**config.mk**
```make
export PLATFORM = sky130hd
export DESIGN_NAME = rsb_ram
export DESIGN_NICKNAME = d
export VERILOG_FILES = /design/src/rsb_ram.sv
export SDC_FILE = /design/constraint.sdc
export NUM_CORES = 1
export LEC_CHECK = 0
export BUFFER_PORTS_ARGS = -buffer_cell sky130_fd_sc_hd__buf_2
export CORE_UTILIZATION = 50
export CTS_CLUSTER_DIAMETER = 60
export DETAILED_ROUTE_END_ITERATION = 10
export GPL_ROUTABILITY_DRIVEN = 0
export PLACE_DENSITY_LB_ADDON = 0.1
export REMOVE_ABC_BUFFERS = 1
export SYNTH_ARGS = -nofsm -noshare
export SYNTH_HDL_FRONTEND = slang
export SYNTH_SLANG_ARGS = --single-unit
```
**constraint.sdc**
```tcl
create_clock -name clk -period 2.6 [get_ports clk]
set_input_delay 0.26 -clock clk [delete_from_list [all_inputs] [get_ports clk]]
set_output_delay 0.26 -clock clk [all_outputs]
set_load 0.05 [all_outputs]
```
**src/rsb_ram.sv**
```systemverilog
module rsb_ram #(
    parameter int WIDTH = 8,
    parameter int DEPTH = 32,
    localparam int AW = (DEPTH > 1) ? $clog2(DEPTH) : 1
) (
    input  logic             clk,
    input  logic             we,
    input  logic [AW-1:0]    waddr,
    input  logic [WIDTH-1:0] wdata,
    input  logic [AW-1:0]    raddr,
    output logic [WIDTH-1:0] rdata
);

    logic [WIDTH-1:0] mem [DEPTH];

    always_ff @(posedge clk)
    begin
        if (we)
        begin
            mem[waddr] <= wdata;
        end
        rdata <= mem[raddr];
    end

endmodule

```
==> flow_summary.yaml <==
timing:
  worst_hold_slack_ns: 0.210
  finalSetupViolations: 0
  clock.fmax_ghz: 0.544
  period_share_pct: 70.7
  relSlewSlack_pct: 56.7
  finClkSkew_ns: 0.00924
  worst_pin_slew_ns: 0.649
  slew_violations: 0
  min_period_ns: 1.84
  hold_viol_final: 0
  rsz0062_at_grt: "false"
  finalSetupTns_ns: 0
layout:
  multi_input_area_um2: 2100
  nFillCells: 1413
  diodes: 0
  layout_common_cells: "edfxtp_1 (256), mux4_2 (80), buf_4 (35)"
  layout.nets: 510
  regArea_um2: 7850
  syn_to_final_growth_pct: 16.0
  stdcell_count: 775
  mostFrequentLayoutCell: "edfxtp_1"
  fin_area_um2: 11700
  drive_gt1_share_pct: 38.4
power:
  leakage_nw: 3.74
  power_switching_mw: 1.84
  swShare_pct: 20.0
  seq_power_share_pct: 51.8
  clockPowerShare_pct: 42.7
  vdd_drop_max_uv: 484
  power.internal_mw: 7.34
  powerDensity_nw_per_um2: 788
  combPwrFrac_pct: 5.5
setup_path:
  cp-start-kind: "flip-flop"
  critPathKind: "flip-flop to flip-flop"
  crit_path_end_kind: "flip-flop"
  ff2ff_path_depth: 3
  cp_max_fo: 1
  worst_ep_required_time_ns: 3.01
  crit_arrival_ns: 2.25
yosys:
  yosys.cell_types.count: 15
  ys_ff_latch: 264
  yosysWarningCount: 0
  avgSynthCellArea_um2: 24.1
  synth-seq-area-share_pct: 78.1
  synthCells: 417
  netlist_area_um2: 10100
cts:
  htreeDepth: 1
  cts-root-buf: "clkbuf_16"
  clockBufferDepth: 3
  holdBufCountCts: 0
  cts_resized: 0
  cts_tree: "built"
  clk_pin_slew_ns: 0.06
  cts_sinks: 264
  cts_setup_buffers: 0
  tritoncts.num_buffers: 26
  clk_latency_ns: 0.53
routing:
  first_pass_iters: 5
  dr.first_iter.drc_count: 499
  postRouteAntennaNets: 0
  drt-total-wl_mm: 20.6
  post_drt_wl_per_cell_um: 26.5
  vias: 4526
  route.detailed.drc: 0
  viasPerCell: 5.84
worst_hold_path:
  hp-class: "input pin to flip-flop"
  hold_depth: 2
global_route:
  grt_max_degree: 65
  grt_pass1_vias: 4655
  grt_use_total_pct: 21.3
  grt_overflow: 0
  antenna_found_initial: 0
  grt_pass1_wl_mm: 30.1
place:
  place_area_um2: 10800
  numPortBuffers: 27
  hpwlAfterDp_mm: 12.7
  dp.cells: 727
floorplanning:
  die_area_um2: 20700
  placementRows: 51
  core_area_um2: 19600
  die_width_um: 144
  die_h_um: 144
  io_pins: 28
  initial_core_util_pct: 51.3
run_status:
  outcome: "complete, no violations"
job:
  max_cap_violations: 0
==> path summary, 6_finish.rpt <==
check	start	to	slack, ns
worst max-delay path	mem[22][5]	rdata[5]	0.76
worst min-delay path	raddr[3]	rdata[6]	0.21
worst max register to register	mem[22][5]	rdata[5]	0.76
worst min register to register	mem[29][2]	rdata[2]	0.90
==> through the flow <==
stage / power (mW) / setup slack (ns) / utilization [%]
after global placement: 5.36 / 0.282 / 54.9
after detailed placement: 5.37 / 0.271 / 54.9
after global routing: 9.44 / 0.727 / 59.5
after floorplan: 5.09 / 0.987 / -
after CTS: 9.27 / 0.756 / 59.5
final: 9.18 / 0.762 / 59.5
==> worst max-delay path, cell delays in order, from the launching register on <==
cell and delay, ns:
edfxtp_1 0.36, mux4_2 0.53, mux4_2 0.55, mux2_2 0.29
==> flip-flops by register name, summed over array words and instances, names as in the netlist <==
register / count
rdata: 8
mem: 256
==> synth_stat cells <==
cell type  count  share of area (%)
nor2_1        33                1.2
buf_4          6               0.45
mux2_2         8               0.90
or3_1          1              0.062
dfxtp_1        8                1.6
nand3b_1       5               0.37
mux4_2        80                 18
buf_6          1               0.11
buf_1          6               0.22
nand2_1        1              0.037
buf_2          1              0.050
nand3_1        2               0.10
clkbuf_1       6               0.22
or3b_2         3               0.26
edfxtp_1     256                 76
==> power groups by stage <==
stage | Combinational [mW] | Sequential [mW] | Clock (mW)
2_1_floorplan | 0.197 | 4.90 | 0
3_3_place_gp | 0.511 | 4.84 | 0
3_5_place_dp | 0.519 | 4.85 | 0
4_1_cts | 0.521 | 4.76 | 3.99
5_1_grt | 0.544 | 4.76 | 4.13
6_report | 0.510 | 4.76 | 3.92
==> metal layers <==
metal | GRT usage (%) | share of wire [%] | vias up | wire length, um
li1 | - | - | 1921 | -
met1 | 32.1 | 46 | 2441 | 9400
met2 | 32.7 | 47 | 145 | 9630
met3 | 3.73 | 6.2 | 19 | 1280
met4 | 4.93 | 1.3 | 0 | 263
met5 | 0 | 0 | - | 0
==> kinds of logic after synthesis <==
logic type,count (synthesis),synth area share [%]
mux,88,18.8
flops,264,78.1
simple gates,45,2.07
buf+inv,20,1.06
==> final cells by class <==
| type | instances | share of cell area, % |
|---|---|---|
| clock buffers | 31 | 6.01 |
| flip-flops and latches | 264 | 67.3 |
| repair buffers | 65 | 4.06 |
| well taps | 265 | 2.84 |
| clock inverters | 17 | 1.77 |
| multi-input cells | 133 | 18.0 |
No activity file was read; power rests on OpenSTA's default activity.
