## src/rsb_pkg.sv

```systemverilog
package rsb_pkg;

    localparam int PENDING_DEPTH_DEF = 32;
    localparam int FLIGHT_SLOTS_DEF  = 8;
    localparam int FAILURE_DEPTH_DEF = 32;
    localparam int KEY_BITS_DEF      = 32;

    localparam int TIME_W    = 48;
    localparam int OUT_KEY_W = 32;
    localparam int COUNT_W   = 6;
    localparam int STAT_W    = 4;
    localparam int CMD_W     = 2;
    localparam int CFG_IDX_W = 2;
    localparam int CFG_DAT_W = 32;
    localparam int MAXF_W    = 4;
    localparam int STALE_W   = 32;
    localparam int BACKOFF_W = 16;
    localparam int GRANT_W   = 4;
    localparam int MAX_GRANTS = 8;

    localparam logic [CMD_W-1:0] CMD_WANT   = 2'd0;
    localparam logic [CMD_W-1:0] CMD_TAKE   = 2'd1;
    localparam logic [CMD_W-1:0] CMD_FINISH = 2'd2;

    localparam logic [STAT_W-1:0] STAT_QUEUED    = 4'd0;
    localparam logic [STAT_W-1:0] STAT_REFRESHED = 4'd1;
    localparam logic [STAT_W-1:0] STAT_IN_FLIGHT = 4'd2;
    localparam logic [STAT_W-1:0] STAT_BACKOFF   = 4'd3;
    localparam logic [STAT_W-1:0] STAT_PEND_FULL = 4'd4;
    localparam logic [STAT_W-1:0] STAT_GRANTED   = 4'd5;
    localparam logic [STAT_W-1:0] STAT_NONE      = 4'd6;
    localparam logic [STAT_W-1:0] STAT_OK        = 4'd7;
    localparam logic [STAT_W-1:0] STAT_FAILED    = 4'd8;
    localparam logic [STAT_W-1:0] STAT_FAIL_FULL = 4'd9;

    localparam logic [CFG_IDX_W-1:0] REG_MAX_IN_FLIGHT = 2'd0;
    localparam logic [CFG_IDX_W-1:0] REG_STALE_AFTER   = 2'd1;

    localparam logic [MAXF_W-1:0]  MAX_IN_FLIGHT_RST = 4'd4;
    localparam logic [STALE_W-1:0] STALE_AFTER_RST   = 32'd2000;
    localparam logic [COUNT_W-1:0] COUNT_MAX         = 6'd63;

    typedef struct packed {
        logic [CMD_W-1:0]     command;
        logic [OUT_KEY_W-1:0] key;
        logic                 fetch_ok;
        logic [TIME_W-1:0]    now_ms;
    } req_t;

    typedef struct packed {
        logic [OUT_KEY_W-1:0] out_key;
        logic [STAT_W-1:0]    status;
        logic [TIME_W-1:0]    retry_time;
        logic                 last;
    } rsp_t;

    typedef struct packed {
        logic alloc;
        logic free;
    } flight_ctl_t;

    function automatic logic [BACKOFF_W-1:0] backoff_ms(input logic [COUNT_W-1:0] count);
        logic [BACKOFF_W-1:0] ms;
        if (count <= 6'd1)
            ms = 16'd2000;
        else if (count == 6'd2)
            ms = 16'd4000;
        else if (count == 6'd3)
            ms = 16'd8000;
        else if (count == 6'd4)
            ms = 16'd16000;
        else if (count == 6'd5)
            ms = 16'd32000;
        else
            ms = 16'd60000;
        return ms;
    endfunction

endpackage

```

## src/rsb_flight.sv

```systemverilog
module rsb_flight #(
    parameter int SLOTS    = rsb_pkg::FLIGHT_SLOTS_DEF,
    parameter int KEY_BITS = rsb_pkg::KEY_BITS_DEF,
    localparam int UW = $clog2(SLOTS + 1)
) (
    input  logic                clk,
    input  logic                rst_n,
    input  logic [KEY_BITS-1:0] lookup_key,
    output logic                hit,
    input  rsb_pkg::flight_ctl_t ctl,
    input  logic [KEY_BITS-1:0] alloc_key,
    output logic [UW-1:0]       used
);

    localparam int SAW = (SLOTS > 1) ? $clog2(SLOTS) : 1;

    logic [KEY_BITS-1:0] keys_reg [SLOTS];
    logic [SLOTS-1:0]    valid_reg;
    logic [SLOTS-1:0]    valid_next;
    logic [SAW-1:0]      hit_idx;
    logic [SAW-1:0]      free_idx;

    always_comb
    begin
        hit      = 1'b0;
        hit_idx  = '0;
        free_idx = '0;
        for (int i = SLOTS - 1; i >= 0; i--)
        begin
            if (valid_reg[i] && keys_reg[i] == lookup_key)
            begin
                hit     = 1'b1;
                hit_idx = SAW'(i);
            end
            if (!valid_reg[i])
            begin
                free_idx = SAW'(i);
            end
        end
    end

    always_comb
    begin
        valid_next = valid_reg;
        if (ctl.free && hit)
        begin
            valid_next[hit_idx] = 1'b0;
        end
        if (ctl.alloc)
        begin
            valid_next[free_idx] = 1'b1;
        end
    end

    assign used = UW'($countones(valid_reg));

    always_ff @(posedge clk or negedge rst_n)
    begin
        if (!rst_n)
        begin
            valid_reg <= '0;
        end
        else
        begin
            valid_reg <= valid_next;
        end
    end

    always_ff @(posedge clk)
    begin
        if (ctl.alloc)
        begin
            keys_reg[free_idx] <= alloc_key;
        end
    end

endmodule

```

## config.mk

```make
export PLATFORM = sky130hd
export DESIGN_NAME = rsb_flight
export DESIGN_NICKNAME = d
export VERILOG_FILES = /design/src/rsb_pkg.sv /design/src/rsb_flight.sv
export SDC_FILE = /design/constraint.sdc
export NUM_CORES = 1
export LEC_CHECK = 0
export BUFFER_PORTS_ARGS = -buffer_cell sky130_fd_sc_hd__buf_2
export CAP_MARGIN = 20
export CELL_PAD_IN_SITES_DETAIL_PLACEMENT = 1
export CELL_PAD_IN_SITES_GLOBAL_PLACEMENT = 1
export CORE_MARGIN = 5
export CORE_UTILIZATION = 35
export DETAILED_ROUTE_END_ITERATION = 10
export GPL_TIMING_DRIVEN = 0
export PLACE_DENSITY = 0.59
export SYNTH_ARGS = -nofsm -noshare
export SYNTH_HDL_FRONTEND = slang
export SYNTH_SLANG_ARGS = --single-unit
```

## constraint.sdc

```tcl
create_clock -name clk -period 8.3 [get_ports clk]
set_input_delay 1.245 -clock clk [delete_from_list [all_inputs] [get_ports clk]]
set_output_delay 1.245 -clock clk [all_outputs]
set_load 0.01 [all_outputs]
```

==> impl_metrics.env, run 1 <==
export IMPL_timing_slew_headroom_pct=32.2
export IMPL_postLayoutCellArea_um2=14000
export IMPL_via_density_per_instance=5.35
export IMPL_grt_pass1_vias=7725
export IMPL_core_region_area_um2=33700
export IMPL_largest_register_ff_count=256
export IMPL_fin_crit_sh_pct=63.6
export IMPL_static_leakage_power_nw=4.57
export IMPL_cts_htree_levels=1
export IMPL_relative_area_change_from_synthesis_to_final_layout_pct=16.9
export IMPL_number_of_antenna_violations_at_the_first_check_in_global_routing=2
export IMPL_sequential_area_share_after_synthesis_pct=65.6
export IMPL_worstSetupStartpointType="primary input"
export IMPL_cts_root_to_sink_buffers=3
export IMPL_dieArea_um2=38100
export IMPL_timing_critical_path_fanout_max=8
export IMPL_unrepaired_setup_endpoints_after_global_routing="no"
export IMPL_post_dp_cell_area_um2=13000
export IMPL_kind_of_path_behind_the_tightest_hold_check="in -> async"
export IMPL_max_stage_delay_ps=840
export IMPL_critical_path_top_cell_by_count="buf_2"
export IMPL_worstSetupPathType="in -> out"
export IMPL_postCtsResizedCells=0
export IMPL_ys_warnings_count=0
export IMPL_holdBufCountCts=0
export IMPL_maxClockFrequency_ghz=0.189
export IMPL_dominantRegCellSynth="edfxtp_1"
export IMPL_yosys_top_cells_count="edfxtp_1 (256), xnor2_1 (154), xor2_1 (94)"
export IMPL_worst_endpoint_required_ps=7050
export IMPL_synth_largest_area_cell="edfxtp_1"
export IMPL_finalHoldViolCount=0
export IMPL_design_final_nets=995
export IMPL_detail_route_drc_violations=0
export IMPL_detail_route_first_pass_iterations=5
export IMPL_pwr_density_cell_nw_per_um2=291
export IMPL_crit_path_cell_trace="buf_2 -> xor2_1 -> nor4_1 -> nand3_1 -> nor3_1 -> nand4_1 -> o21ai_0 -> or4b_2 -> buf_2"
export IMPL_top_level_ports=73
export IMPL_global_route_usage_total_pct=20.7
export IMPL_synth_enable_flop_cells=256
export IMPL_clk_latency_ps=550
export IMPL_yosys_top_cells_area="edfxtp_1 (64%), xnor2_1 (11%), xor2_1 (6.8%)"
export IMPL_synth_fp_nets=911
export IMPL_post_cts_repair_setup_buffers=0
export IMPL_drt_antenna_violating_nets=0
export IMPL_gp_congestion=0.953
export IMPL_postSynthCellCount=836
export IMPL_status="completed"
export IMPL_die_h_um=195
export IMPL_drive_gt1_share_pct=15.1
export IMPL_postLayoutSetupSlackWorst_ps=3020
export IMPL_worstSetupEndpointType="output port"
export IMPL_setup_violations_final=0
export IMPL_cp_arrival_ps=4040
export IMPL_tritoncts="built"
export IMPL_hpwl_um=30700
export IMPL_num_rows=67
export IMPL_synth_top_cell_area_share_pct=64.0
export IMPL_ir_drop_v=0.000152
export IMPL_cts_sink_count=264
export IMPL_synthMostInstantiatedCell="edfxtp_1"
export IMPL_totalNegativeSetupSlack_ps=0
export IMPL_pin_count_of_the_biggest_net_entering_global_routing=29
export IMPL_synth_async_reset_ratio_pct=3.03
export IMPL_grt_pass1_wl_um=56500
export IMPL_floorplan_initialDensity_pct=35.7
export IMPL_drv_cap=0
export IMPL_clk_transition_reported_paths_ps=60
export IMPL_critical_path_slowest_cell="nor4_1"
export IMPL_total_routed_wirelength_um=40200
export IMPL_worst_slew_pin_slew_ps=1010
export IMPL_final_max_slew_violation_count=0
export IMPL_placement_io_buffers=40
export IMPL_via_count=7435
export IMPL_skew_ps=7.93
export IMPL_design_power_total_mw=4.09
export IMPL_wl_per_cell_um=28.9
export IMPL_cts_buffers_inserted=30
export IMPL_detailedRoute_firstIterationViolations=653
export IMPL_avgSynthCellArea_um2=14.4
export IMPL_synth_cell_type_count=45
export IMPL_dieWidth_um=195
export IMPL_fin_worst_hold_slack_ps=534
export IMPL_finalCriticalPeriod_ps=5280
export IMPL_cts_root_buffer="clkbuf_16"
export IMPL_gr_total_overflow=0
export IMPL_fillCellCount=3462
export IMPL_post_place_ws_ps=3050
export IMPL_ys_ff_latch=264
export IMPL_syn_area_um2=12000
layout make-up:
| cell class | count | area, µm² | share of cell area [%] |
|---|---|---|---|
| clock inverter | 18 | 210 | 1.50 |
| clock buffer | 35 | 791 | 5.63 |
| tap | 448 | 561 | 3.99 |
| antenna | 1 | 2.50 | 0.0178 |
| sequential | 264 | 7890 | 56.2 |
| multi-input combinational | 522 | 3950 | 28.1 |
| inverter | 18 | 67.6 | 0.481 |
| timing repair buffer | 52 | 405 | 2.89 |
| buffer | 32 | 178 | 1.26 |
routing by layer:
metal | share of wire (%) | track usage (%) | vias up
met2 | 48 | 34.1 | 249
met5 | 0 | 0 | -
met1 | 44 | 29.4 | 3876
met3 | 5.2 | 2.17 | 52
li1 | - | - | 3258
met4 | 2.6 | 5.30 | 0
through the flow:
step | cells | utilization, %
final | 1390 | 41.7
after CTS | 1388 | 41.7
after global placement | 1324 | 37.9
after floorplan | 836 | -
after global routing | 1389 | 41.7
after detailed placement | 1335 | 38.7
critical path: cells and delay by family:
kind                      cells  cell delay, ps
xor gates and xnor gates      1             200
buffers and inverters         2             320
AOI/OAI and AO/OA             1             440
and+or+nand+nor               5            1810
path summary, 6_finish.rpt:
path	depth (start not counted)	slack [ps]	to	start
worst min register to register	2	650	valid_reg[1]	valid_reg[1]
worst min-delay path	1	530	valid_reg[4]	rst_n
worst max-delay path	9	3020	hit	lookup_key[20]
worst max register to register	6	5060	valid_reg[3]	keys_reg[3][27]
min in group clk	2	650	valid_reg[1]	valid_reg[1]
max in group asynchronous	1	7590	valid_reg[2]	rst_n
logic make-up after synthesis:
| kind of cell | share of synthesized area, % |
|---|---|
| AO/OA/AOI/OAI | 1.32 |
| XOR/XNOR | 18.3 |
| adder cells (fa/ha/maj) | 0.979 |
| buffers and inverters | 2.04 |
| flip-flops | 65.6 |
| AND/OR/NAND/NOR | 11.7 |
cells in the final DEF (no fill, tap or decap), drive strengths merged, types with 3 or more instances in the layout:
master	Yosys	routed
bufinv	0	5
clkinv	0	12
nor2b	6	6
ha	3	3
inv	18	18
nand4	56	56
clkbuf	0	35
a21oi	6	6
xnor2	156	156
or4	6	6
nand2b	8	8
and3	3	3
o21ai	4	4
nor4	46	46
xor2	94	94
dfrtp	8	8
nand4b	5	5
buf	32	84
edfxtp	256	256
fa	4	4
o22ai	4	4
nor2	16	16
nor3	21	21
nand3	17	17
nor4b	9	9
nand2	39	39
report_power, final:
group	internal (mW)	switching (mW)	leakage, nW
Combinational	0.301	0.622	1.68
Clock	0.828	0.522	0.490
Sequential	1.73	0.0914	2.40
Total	2.85	1.24	4.57
Power figures use the tool's default switching activity.
==> inputs of run 2 (changes only) <==
--- a/config.mk
+++ b/config.mk
@@ -13,7 +13,7 @@
 export CORE_UTILIZATION = 35
 export DETAILED_ROUTE_END_ITERATION = 10
 export GPL_TIMING_DRIVEN = 0
-export PLACE_DENSITY = 0.59
+export PLACE_DENSITY = 0.61
 export SYNTH_ARGS = -nofsm -noshare
 export SYNTH_HDL_FRONTEND = slang
 export SYNTH_SLANG_ARGS = --single-unit
==> constraint.sdc (replaced) <==
create_clock -name clk -period 4.5 [get_ports clk]
set_input_delay 0.675 -clock clk [delete_from_list [all_inputs] [get_ports clk]]
set_output_delay 0.675 -clock clk [all_outputs]
set_load 0.01 [all_outputs]
==> run 2 against run 1 <==
  * Power grew 76%
  * Clock skew grew 7.6 ps
  * Non-clock buffer count is the same
  * Design area shrank 1.2%
  * Global-route usage shrank 0.42 points
  * Sequential power grew 85%
  * Highest routed layer is now met5
  * Worst hold slack lost 120 ps
  * Die area is the same
  * Sequential share of layout area grew 0.66 points
  * Routed wire length shrank 1.4%
  * Count of clock-buffer cells in the layout shrank 1
==> impl_metrics.env, run 2 (synthesized netlist as in run 1, its figures left out) <==
export IMPL_gp_congestion=0.912
export IMPL_core_region_area_um2=33700
export IMPL_clk_transition_reported_paths_ps=60
export IMPL_post_cts_repair_setup_buffers=0
export IMPL_grt_pass1_vias=7806
export IMPL_crit_path_cell_trace="fa_1 -> inv_1 -> fa_1 -> fa_1 -> inv_1 -> ha_1 -> inv_1 -> fa_1 -> xnor2_1 -> buf_2"
export IMPL_floorplan_initialDensity_pct=35.7
export IMPL_largest_register_ff_count=256
export IMPL_design_final_nets=994
export IMPL_placement_io_buffers=40
export IMPL_ir_drop_v=0.000316
export IMPL_drv_cap=0
export IMPL_wl_met1_um=17100
export IMPL_critical_path_top_cell_by_count="fa_1"
export IMPL_dieWidth_um=195
export IMPL_cts_buffers_inserted=29
export IMPL_total_routed_wirelength_um=39600
export IMPL_dieArea_um2=38100
export IMPL_cts_sink_count=264
export IMPL_antenna_cells=0
export IMPL_pin_count_of_the_biggest_net_entering_global_routing=29
export IMPL_fin_crit_sh_pct=94.5
export IMPL_drive_gt1_share_pct=14.2
export IMPL_max_stage_delay_ps=580
export IMPL_cts_root_to_sink_buffers=3
export IMPL_gr_total_overflow=0
export IMPL_skew_ps=15.6
export IMPL_worstSetupPathType="reg -> out"
export IMPL_finalCriticalPeriod_ps=4250
export IMPL_place_inst=1334
export IMPL_worstSetupEndpointType="output port"
export IMPL_setup_worst_path_start="valid_reg[0]"
export IMPL_cts_root_buffer="clkbuf_16"
export IMPL_detail_route_first_pass_iterations=5
export IMPL_timing_critical_path_fanout_max=8
export IMPL_die_h_um=195
export IMPL_tritoncts="built"
export IMPL_min_from="alloc_key[26]"
export IMPL_wl_per_cell_um=28.6
export IMPL_finalNonFillerCells=1387
export IMPL_kind_of_path_behind_the_tightest_hold_check="in -> reg"
export IMPL_finalHoldViolCount=0
export IMPL_fin_worst_hold_slack_ps=416
export IMPL_timing_slew_headroom_pct=23.1
export IMPL_dr_max_layer_used="met5"
export IMPL_finish_utilization_pct=41.2
export IMPL_r2r_start="keys_reg[3][25]"
export IMPL_maxClockFrequency_ghz=0.235
export IMPL_fillCellCount=3495
export IMPL_top_level_ports=73
export IMPL_timing_critical_path_buf_inv=4
export IMPL_relative_area_change_from_synthesis_to_final_layout_pct=15.5
export IMPL_global_route_usage_total_pct=20.3
export IMPL_worstSetupStartpointType="register"
export IMPL_critical_path_slowest_cell="fa_1"
export IMPL_drt_antenna_violating_nets=0
export IMPL_wl_met3_um=2430
export IMPL_pwr_density_cell_nw_per_um2=517
export IMPL_status="completed"
export IMPL_setup_violations_final=0
export IMPL_clk_latency_ps=550
export IMPL_unrepaired_setup_endpoints_after_global_routing="no"
export IMPL_static_leakage_power_nw=4.49
export IMPL_grt_pass1_wl_um=55600
export IMPL_hpwl_um=30200
export IMPL_via_count=7495
export IMPL_layout_cells_most_common_list="edfxtp_1 (256), xnor2_1 (154), xor2_1 (94), buf_2 (68), nand4_1 (56)"
export IMPL_num_rows=67
export IMPL_worst_slew_pin_slew_ps=1140
export IMPL_detail_route_drc_violations=0
export IMPL_postCtsResizedCells=0
export IMPL_final_max_slew_violation_count=0
export IMPL_number_of_antenna_violations_at_the_first_check_in_global_routing=2
export IMPL_via_density_per_instance=5.40
export IMPL_cts_htree_levels=1
export IMPL_design_power_total_mw=7.18
export IMPL_detailedRoute_firstIterationViolations=652
export IMPL_worst_endpoint_required_ps=3830
export IMPL_cpLargestDelayFamily="adder cells"
export IMPL_met2_wirelength_um=18600
export IMPL_layout_commonest_cell="edfxtp_1"
export IMPL_cp_arrival_ps=3580
-- run 2: stage by stage --
stage / TNS (ps) / area (µm²) / setup WS, ps
6_report: 0 / 13900 / 248
5_1_grt: 0 / 13900 / 97.3
4_1_cts: 0 / 13900 / 192
3_5_place_dp: 0 / 13000 / 499
3_3_place_gp: -44960 / 12800 / -1350
2_1_floorplan: 0 / 12000 / 940
-- run 2: where the power goes --
part           internal (mW)  switching, mW
registers               3.19          0.171
clock network           1.17          0.962
logic                  0.560           1.13
total                   4.92           2.26
-- run 2: area by class of cell --
class / instances / area (µm²) / share of cell area [%]
plain buffers: 32 / 178 / 1.28
clock buffers: 34 / 744 / 5.36
clock inverters: 17 / 81.3 / 0.586
inverters: 18 / 67.6 / 0.487
multi-input cells: 522 / 3950 / 28.4
flip-flops and latches: 264 / 7890 / 56.8
well taps: 448 / 561 / 4.04
repair buffers: 52 / 419 / 3.02
-- run 2: timing repair --
action | 4_1_cts | 5_1_grt
endpoints found under the hold margin | 8 | 0
hold buffers | 1 | 0
endpoints found under the setup margin | 0 | 0
-- run 2: path summary, 6_finish.rpt --
kind                                   end  slack (ps)  cells past startpoint
setup / recovery                   used[2]         250                     10
hold / removal             keys_reg[5][26]         420                      1
setup reg to reg              valid_reg[5]        1160                      7
hold reg to reg               valid_reg[1]         680                      2
max in group asynchronous     valid_reg[0]        3820                      2
min in group asynchronous     valid_reg[4]         500                      2
-- run 2: metal layers --
metal | track usage (%) | vias up
li1 | - | 3260
met4 | 7.16 | 2
met5 | 0 | -
met1 | 27.8 | 3873
met2 | 32.7 | 286
met3 | 3.39 | 74
